`src/rtl/rk4im_pkg.sv`:
```
// Shared types, register indexes, operation codes and constants of the RK4 step unit.
`default_nettype none
package rk4im_pkg;

  localparam int unsigned NUM_VARIABLES = 4;
  localparam int unsigned HALF_SAT_DEF  = 1000;
  localparam int unsigned SW            = 48;
  localparam int unsigned CFG_IDX_W     = 3;
  localparam int unsigned CFG_DATA_W    = 64;
  localparam int unsigned MUL_OP_W      = 48;
  localparam int unsigned PROD_W        = 96;
  localparam int unsigned DIV_NUM_W     = 81;
  localparam int unsigned DIV_DEN_W     = 60;
  localparam int unsigned QUOT_W        = 48;

  localparam logic REQ_LOAD = 1'b0;
  localparam logic REQ_STEP = 1'b1;

  localparam logic [CFG_IDX_W-1:0] CFG_SUPPLY     = 3'd0;
  localparam logic [CFG_IDX_W-1:0] CFG_TDEATH     = 3'd1;
  localparam logic [CFG_IDX_W-1:0] CFG_INFECT     = 3'd2;
  localparam logic [CFG_IDX_W-1:0] CFG_IDEATH     = 3'd3;
  localparam logic [CFG_IDX_W-1:0] CFG_KILL       = 3'd4;
  localparam logic [CFG_IDX_W-1:0] CFG_VPROD      = 3'd5;
  localparam logic [CFG_IDX_W-1:0] CFG_VCLEAR     = 3'd6;
  localparam logic [CFG_IDX_W-1:0] CFG_EFFECTOR   = 3'd7;

  localparam logic [3:0] OP_XV  = 4'd0;
  localparam logic [3:0] OP_INF = 4'd1;
  localparam logic [3:0] OP_EY  = 4'd2;
  localparam logic [3:0] OP_TD  = 4'd3;
  localparam logic [3:0] OP_TAD = 4'd4;
  localparam logic [3:0] OP_TK  = 4'd5;
  localparam logic [3:0] OP_TP  = 4'd6;
  localparam logic [3:0] OP_TC  = 4'd7;
  localparam logic [3:0] OP_TDE = 4'd8;
  localparam logic [3:0] OP_AE  = 4'd9;

  localparam logic [1:0] STAGE_LAST = 2'd3;
  localparam logic [1:0] VAR_LAST   = 2'd3;

  typedef struct packed {
    logic                 req_type;
    logic signed [SW-1:0] load_target;
    logic signed [SW-1:0] load_infected;
    logic signed [SW-1:0] load_virus;
    logic signed [SW-1:0] load_effector;
  } in_t;

  typedef struct packed {
    logic signed [SW-1:0] target_out;
    logic signed [SW-1:0] infected_out;
    logic signed [SW-1:0] virus_out;
    logic signed [SW-1:0] effector_out;
    logic                 saturated;
  } out_t;

  typedef struct packed {
    logic       load_y;
    logic       init;
    logic       mul_start;
    logic       mul_cap;
    logic       div_start;
    logic       div_cap;
    logic       div_eff;
    logic       stage_end;
    logic       out_load;
    logic [3:0] op;
    logic [1:0] stage;
    logic [1:0] var_idx;
  } ctrl_cmd_t;

  typedef struct packed {
    logic mul_done;
    logic div_done;
  } ctrl_sts_t;

endpackage
`default_nettype wire

```
`src/rtl/rk4im_ctrl.sv`:
```
// Controller: sequences products, divisions and stage updates of one RK4 step.
`default_nettype none
module rk4im_ctrl (
  input  wire logic                   clk_i,
  input  wire logic                   rst_ni,
  input  wire logic                   in_valid_i,
  input  wire logic                   req_type_i,
  output logic                        in_ready_o,
  output logic                        out_valid_o,
  input  wire logic                   out_ready_i,
  input  wire rk4im_pkg::ctrl_sts_t   sts_i,
  output rk4im_pkg::ctrl_cmd_t        cmd_o
);

  localparam logic [3:0] S_IDLE      = 4'd0;
  localparam logic [3:0] S_MUL_GO    = 4'd1;
  localparam logic [3:0] S_MUL_WAIT  = 4'd2;
  localparam logic [3:0] S_DIV_GO    = 4'd3;
  localparam logic [3:0] S_DIV_WAIT  = 4'd4;
  localparam logic [3:0] S_STAGE     = 4'd5;
  localparam logic [3:0] S_FDIV_GO   = 4'd6;
  localparam logic [3:0] S_FDIV_WAIT = 4'd7;
  localparam logic [3:0] S_OUT       = 4'd8;

  logic [3:0] state_q, state_d;
  logic [3:0] op_q, op_d;
  logic [1:0] stage_q, stage_d;
  logic [1:0] var_q, var_d;
  logic       out_valid_q, out_valid_d;
  logic       out_free;

  always_comb begin
    state_d     = state_q;
    op_d        = op_q;
    stage_d     = stage_q;
    var_d       = var_q;
    out_free    = !out_valid_q || out_ready_i;
    out_valid_d = out_valid_q && !out_ready_i;
    cmd_o         = '0;
    cmd_o.op      = op_q;
    cmd_o.stage   = stage_q;
    cmd_o.var_idx = var_q;
    in_ready_o    = (state_q == S_IDLE);
    case (state_q)
      S_IDLE: begin
        if (in_valid_i) begin
          if (req_type_i == rk4im_pkg::REQ_LOAD) begin
            cmd_o.load_y = 1'b1;
            state_d      = S_OUT;
          end else begin
            cmd_o.init = 1'b1;
            op_d       = rk4im_pkg::OP_XV;
            stage_d    = 2'd0;
            state_d    = S_MUL_GO;
          end
        end
      end
      S_MUL_GO: begin
        cmd_o.mul_start = 1'b1;
        state_d         = S_MUL_WAIT;
      end
      S_MUL_WAIT: begin
        if (sts_i.mul_done) begin
          cmd_o.mul_cap = 1'b1;
          if (op_q == rk4im_pkg::OP_AE) begin
            state_d = S_DIV_GO;
          end else begin
            op_d    = op_q + 4'd1;
            state_d = S_MUL_GO;
          end
        end
      end
      S_DIV_GO: begin
        cmd_o.div_start = 1'b1;
        cmd_o.div_eff   = 1'b1;
        state_d         = S_DIV_WAIT;
      end
      S_DIV_WAIT: begin
        cmd_o.div_eff = 1'b1;
        if (sts_i.div_done) begin
          cmd_o.div_cap = 1'b1;
          state_d       = S_STAGE;
        end
      end
      S_STAGE: begin
        cmd_o.stage_end = 1'b1;
        if (stage_q == rk4im_pkg::STAGE_LAST) begin
          var_d   = 2'd0;
          state_d = S_FDIV_GO;
        end else begin
          stage_d = stage_q + 2'd1;
          op_d    = rk4im_pkg::OP_XV;
          state_d = S_MUL_GO;
        end
      end
      S_FDIV_GO: begin
        cmd_o.div_start = 1'b1;
        state_d         = S_FDIV_WAIT;
      end
      S_FDIV_WAIT: begin
        cmd_o.div_cap = 1'b1;
        if (var_q == rk4im_pkg::VAR_LAST) begin
          state_d = S_OUT;
        end else begin
          var_d   = var_q + 2'd1;
          state_d = S_FDIV_GO;
        end
      end
      S_OUT: begin
        if (out_free) begin
          cmd_o.out_load = 1'b1;
          out_valid_d    = 1'b1;
          state_d        = S_IDLE;
        end
      end
      default: begin
        state_d = S_IDLE;
      end
    endcase
  end

  always_ff @(posedge clk_i or negedge rst_ni) begin
    if (!rst_ni) begin
      state_q     <= S_IDLE;
      op_q        <= rk4im_pkg::OP_XV;
      stage_q     <= 2'd0;
      var_q       <= 2'd0;
      out_valid_q <= 1'b0;
    end else begin
      state_q     <= state_d;
      op_q        <= op_d;
      stage_q     <= stage_d;
      var_q       <= var_d;
      out_valid_q <= out_valid_d;
    end
  end

  assign out_valid_o = out_valid_q;

endmodule
`default_nettype wire

```
`config.mk`:
```
export PLATFORM = sky130hd
export DESIGN_NAME = rk4im_ctrl
export DESIGN_NICKNAME = d
export VERILOG_FILES = /design/src/rtl/rk4im_pkg.sv /design/src/rtl/rk4im_ctrl.sv
export SDC_FILE = /design/constraint.sdc
export NUM_CORES = 1
export LEC_CHECK = 0
export BUFFER_PORTS_ARGS = -buffer_cell sky130_fd_sc_hd__buf_4
export CORE_UTILIZATION = 50
export DETAILED_ROUTE_END_ITERATION = 10
export GPL_TIMING_DRIVEN = 0
export HOLD_SLACK_MARGIN = 0.1
export MAX_ROUTING_LAYER = met4
export PLACE_DENSITY = 0.76
export SYNTH_ARGS = -nofsm -noshare
export SYNTH_HDL_FRONTEND = slang
export SYNTH_SLANG_ARGS = --single-unit
```
`constraint.sdc`:
```
create_clock -name clk_i -period 1.84 [get_ports clk_i]
set_input_delay 0.276 -clock clk_i [delete_from_list [all_inputs] [get_ports clk_i]]
set_output_delay 0.276 -clock clk_i [all_outputs]
set_load 0.02 [all_outputs]
```
==> flow_metrics.py, run 1 <==
metrics = {
    "clock_tree": {
        "cts_buffer_depth": 2,
        "cts_buffers": 3,
        "insertion_delay_ps": 290,
        "cts_sinks": 13,
        "htreeDepth": 1,
        "cts.reportedPaths.clkPinSlew_ps": 80,
        "cts_tree": "built",
        "cts-root-buf": "clkbuf_4",
    },
    "grt": {
        "grt_pass1_vias": 808,
        "grt_pass1_wl_mm": 3.408,
        "antenna_found_initial": 0,
        "overflow": 0,
        "grt_max_degree": 14,
        "gr-usage-all-layers_pct": 24.53,
    },
    "logic_synthesis": {
        "synth_top_family_by_area": "simple AND/OR/NAND/NOR gates",
        "netlist-cell-type-count": 41,
        "netlist_area_um2": 928.4,
        "synthesis.nets": 123,
        "synthSimpleGateAreaFrac_pct": 31.00,
        "async_flop_share_pct": 100.0,
        "yosysSeqAreaShare_pct": 35.04,
        "synth-edff-count": 0,
        "synth.area.mux_share_pct": 2.156,
        "synthCells": 112,
        "syn_area_per_cell_um2": 8.289,
        "synth-compound-area-share_pct": 19.00,
        "synthXorXnorAreaFrac_pct": 0.9434,
        "synth_seq_cells": 13,
        "synth-adder-area-share_pct": 5.391,
        "ys_dominant_reg_cell": "dfrtp_1",
        "synthesis.yosys.warnings": 0,
    },
    "min_path": {
        "hp-start": "sts_i[1]",
        "min_delay_path_depth": 2,
        "hold-path-endpoint": "state_q[1]",
        "hold_path_class": "primary input to flop",
    },
    "die": {
        "fp.dieW_um": 45.09,
        "num_io_pins": 26,
        "rows": 15,
        "core_um2": 1727,
        "start_util_pct": 53.77,
        "die_y_um": 45.09,
        "dieArea_um2": 2033,
    },
    "power_and_ir_drop": {
        "power.density_nw_per_um2": 1466,
        "p_leak_nw": 0.6430,
        "worst_ir_drop_vdd_v": 0.0009798,
    },
    "layout": {
        "area_growth_pct": 47.04,
        "regArea_um2": 325.3,
        "drive_gt1_share_pct": 36.84,
        "fillers": 127,
        "n_antenna_cell": 0,
        "nets": 164,
        "multi_input_area_um2": 588.1,
        "instances_no_fill": 177,
    },
    "sta": {
        "fin_skew_ps": 3.914,
        "fmax_mhz": 546.8,
        "whs_ps": 199.3,
        "period_share_pct": 99.40,
        "setup_viol": 0,
        "rsz0062_at_grt": "true",
        "tightest_slew_ps": 301.3,
        "slew_headroom_pct": 79.74,
        "hold_viol_final": 0,
        "min_period_ps": 1829,
        "slew_violations": 0,
    },
    "route": {
        "routedWlPerCell_um": 14.01,
        "dr.first_iter.drc_count": 21,
        "wl_mm": 2.479,
        "via_per_inst": 5.492,
        "drt_first_pass_iters": 4,
        "num_vias": 972,
        "drtAntennaViolNets": 0,
        "drc_errors": 0,
    },
    "setup_path": {
        "cp-start-kind": "flop",
        "cp_max_fo": 6,
        "r2r-end": "state_q[1]",
        "rrSetupSlack_ps": 150,
        "required_ps": 1560,
        "timing_worst_setup_path_type": "flop to primary output",
        "crit_arrival_ps": 1550,
        "r2r_cells": 5,
        "r2r-start": "state_q[2]",
        "endpoint_kind": "primary output",
    },
    "placement": {
        "dp_hpwl_mm": 1.624,
        "gp_congestion": 0.8461,
        "place.port_buffers": 25,
        "placed_cells": 162,
    },
    "flow_run": {
        "drv_cap": 0,
    },
    "run_status": {
        "status": "complete, no violations",
    },
}
-- final cells by class --
cell class	instances	share of cell area, %
timing repair buffer	37	20.81
inverter	5	1.375
clock buffer	4	1.925
multi-input combinational	85	43.08
buffer	8	6.691
tap	25	2.291
sequential	13	23.83
-- cell usage in the layout, fill, tap and decap left out, types with 2 or more instances in the layout --
cell type,count
nand3b_1,4
nand2_1,14
buf_6,4
clkbuf_4,3
inv_1,5
buf_8,3
nor2_1,9
a22o_1,2
nor3b_1,2
nand3_1,4
a21oi_1,5
a211o_1,2
ha_1,4
buf_4,36
dfrtp_1,13
mux2i_1,2
o21ai_0,8
-- metal layers --
metal | GRT usage, % | share of wire (%)
met4 | 10.91 | 1.8
met1 | 30.35 | 47
met2 | 38.55 | 47
met5 | - | 0
met3 | 4.800 | 4.4
-- synthesized netlist by cell type (all sizes together), types with 2 or more instances --
| cell type | number | area (µm²) |
|---|---|---|
| nor4b | 2 | 17.52 |
| nand3 | 4 | 20.02 |
| buf | 6 | 30.03 |
| nor3b | 3 | 22.52 |
| and3 | 2 | 12.51 |
| nand3b | 4 | 30.03 |
| mux2i | 2 | 20.02 |
| inv | 5 | 18.77 |
| ha | 4 | 50.05 |
| nor2 | 9 | 33.78 |
| a21oi | 5 | 25.02 |
| nand2 | 14 | 52.55 |
| nor4 | 3 | 18.77 |
| o21ai | 8 | 40.04 |
| a211o | 2 | 17.52 |
| a22o | 2 | 17.52 |
| clkbuf | 3 | 11.26 |
| dfrtp | 13 | 325.3 |
-- logic make-up (layout without fill, tap and decap cells) --
kind of cell | count (synthesis) | in the layout
xor+xnor | 1 | 1
compound gates | 27 | 27
buf+inv | 14 | 54
flops | 13 | 13
simple gates | 51 | 51
fa+ha+maj | 4 | 4
mux | 2 | 2
-- critical path, cell delays in order, from the launching register on --
cell and delay, ps:
dfrtp_1 400, buf_6 140, buf_4 150, nor4_4 190
nand2_1 110, nor2_1 120, buf_4 160
-- report_power, final --
group / internal (mW) / switching, mW
combinational: 0.648 / 0.680
sequential: 0.380 / 0.106
clock: 0.0843 / 0.102
-- how the worst max path moves through the flow --
stage / start / end / slack, ps / depth (start not counted)
2_1_floorplan: state_q[2] / stage_q[0] / 20 / 5
3_3_place_gp: state_q[0] / cmd_o[13] / 100 / 5
3_5_place_dp: state_q[1] / cmd_o[11] / 70 / 6
4_1_cts: state_q[0] / cmd_o[11] / -10 / 6
5_1_grt: state_q[0] / cmd_o[11] / -80 / 6
6_report: state_q[0] / cmd_o[16] / 10 / 6
-- sequential cells by signal (all words and copies together), names as in the netlist --
register and cells:
op_q 4, out_valid_o 1, stage_q 2, state_q 4
var_q 2
-- per-stage QoR --
step	setup WS (ps)	total power, mW	util, %	area, µm²	setup TNS [ps]
2_1_floorplan	22.40	1.181	-	934.6	0
3_3_place_gp	100.6	1.499	66.81	1154	0
3_5_place_dp	65.69	1.523	66.81	1154	0
4_1_cts	-10.84	1.777	71.74	1239	-10.84
5_1_grt	-77.27	2.132	79.06	1365	-252.3
6_report	11.09	2.001	79.06	1365	0
-- repair_timing --
action / 4_1_cts / 5_1_grt
gates cloned: 0 / 0
hold buffers: 1 / 0
setup buffers: 1 / 10
setup endpoints to repair: 7 / 8
resized for setup: 14 / 16
hold endpoints to repair: 13 / 0
pin swaps: 1 / 3
Power figures use the tool's default switching activity.
==> inputs of run 2 (changes only) <==
--- a/config.mk
+++ b/config.mk
@@ -12,6 +12,7 @@
 export HOLD_SLACK_MARGIN = 0.1
 export MAX_ROUTING_LAYER = met4
 export PLACE_DENSITY = 0.76
+export REMOVE_ABC_BUFFERS = 1
 export SYNTH_ARGS = -nofsm -noshare
 export SYNTH_HDL_FRONTEND = slang
 export SYNTH_SLANG_ARGS = --single-unit
==> flow_metrics.py, run 2 (same netlist as run 1, synthesis figures left out) <==
metrics = {
    "run_status": {
        "status": "complete, no violations",
    },
    "layout": {
        "n_antenna_cell": 0,
        "final_cell_mix": "buf_4 (31), nand2_1 (14), nor2_1 (9), dfrtp_1 (9), o21ai_0 (8)",
        "reg_top3": "op_q x4, state_q x4",
        "nets": 154,
        "instances_no_fill": 167,
        "final_common_cell": "buf_4",
        "fillers": 135,
        "final_area_um2": 1260,
        "final_core_util_pct": 72.97,
        "area_growth_pct": 35.71,
        "drive_gt1_share_pct": 33.80,
    },
    "flow_run": {
        "drv_cap": 0,
    },
    "placement": {
        "placed_area_um2": 1106,
        "placed_cells": 153,
        "place.port_buffers": 25,
        "gp_congestion": 0.7935,
        "dp_slack_ps": -78.02,
        "dp_hpwl_mm": 1.445,
    },
    "sta": {
        "hold_viol_final": 0,
        "slew_violations": 0,
        "fin_setup_tns_ps": 0,
        "min_period_ps": 1796,
        "slew_headroom_pct": 77.87,
        "fin_ws_ps": 43.61,
        "whs_ps": 182.7,
        "fmax_mhz": 556.7,
        "rsz0062_at_grt": "true",
        "period_share_pct": 97.63,
        "fin_skew_ps": 3.408,
        "setup_viol": 0,
        "tightest_slew_ps": 329.1,
    },
    "power_and_ir_drop": {
        "p_leak_nw": 0.5736,
        "worst_ir_drop_vdd_v": 0.0008742,
        "power.density_nw_per_um2": 1472,
        "power_mw": 1.855,
    },
    "grt": {
        "grt_pass1_wl_mm": 3.608,
        "gr-usage-all-layers_pct": 25.78,
        "overflow": 0,
        "antenna_found_initial": 0,
        "grt_max_degree": 21,
        "grt_pass1_vias": 814,
    },
    "clock_tree": {
        "cts_buffer_depth": 2,
        "htreeDepth": 1,
        "cts-root-buf": "clkbuf_4",
        "insertion_delay_ps": 290,
        "cts.reportedPaths.clkPinSlew_ps": 90,
        "cts_buffers": 3,
        "cts_sinks": 13,
        "cts_tree": "built",
    },
    "die": {
        "dieArea_um2": 2033,
        "core_um2": 1727,
        "num_io_pins": 26,
        "start_util_pct": 53.77,
        "fp.dieW_um": 45.09,
        "rows": 15,
        "die_y_um": 45.09,
    },
    "route": {
        "via_per_inst": 5.737,
        "dr.first_iter.drc_count": 28,
        "wl_mm": 2.379,
        "num_vias": 958,
        "drt_first_pass_iters": 4,
        "drc_errors": 0,
        "routedWlPerCell_um": 14.25,
        "drtAntennaViolNets": 0,
    },
    "setup_path": {
        "max_stage_delay_ps": 550,
        "cp-start-kind": "flop",
        "endpoint_kind": "primary output",
        "cp_max_fo": 7,
        "slowest_stage": "dfrtp_4",
        "crit_path_start": "state_q[2]",
        "crit_arrival_ps": 1520,
        "path_buf_inv": 1,
        "path_delay_family": "flip-flops",
        "required_ps": 1560,
        "timing_worst_setup_path_type": "flop to primary output",
        "r2r-start": "state_q[1]",
        "cp_cell_sequence": "nor4_4 > and3_4 > buf_4",
    },
    "min_path": {
        "hp-start": "sts_i[1]",
        "hold_path_class": "primary input to flop",
    },
}
## run 2: changes by cell type in the layout (fill, tap and decap cells not counted), moves of 3 or more
cell	change
buf_8	-3
dfrtp_4	+3
dfrtp_1	-4
buf_6	-4
buf_4	-5
## run 2: final timing paths
path,depth (start not counted),slack [ps],end
worst max-delay path,3,40,cmd_o[15]
worst min-delay path,2,180,state_q[1]
worst max register to register,5,50,state_q[1]
worst min register to register,2,530,out_valid_o
max in group asynchronous,2,1300,state_q[2]
min in group asynchronous,2,350,state_q[3]
## run 2: power breakdown
group | leakage (nW) | total [mW] | switching [mW] | internal (mW)
Clock | 0.0150 | 0.191 | 0.107 | 0.0845
Combinational | 0.390 | 1.08 | 0.568 | 0.509
Sequential | 0.168 | 0.587 | 0.191 | 0.396
## run 2: area by class of cell
type	count	area [µm²]	area share, %
multi-input combinational	85	585.6	46.47
sequential	13	337.8	26.81
timing repair buffer	35	260.3	20.66
tap	25	31.28	2.483
clock buffer	4	26.28	2.085
inverter	5	18.77	1.490
## run 2: layer usage
metal,vias to the layer above,GRT usage [%],wire length (µm)
li1,466,-,-
met1,453,33.00,1129
met2,37,38.26,1097
met3,2,6.800,121
met4,0,10.91,30
met5,-,-,0
## run 2: what timing repair did
item	CTS	global route
hold buffers	1	0
pin swaps	0	1
setup endpoints to repair	10	5
hold endpoints to repair	13	0
resized for setup	10	4
buffers inserted	2	7
gates cloned	0	0
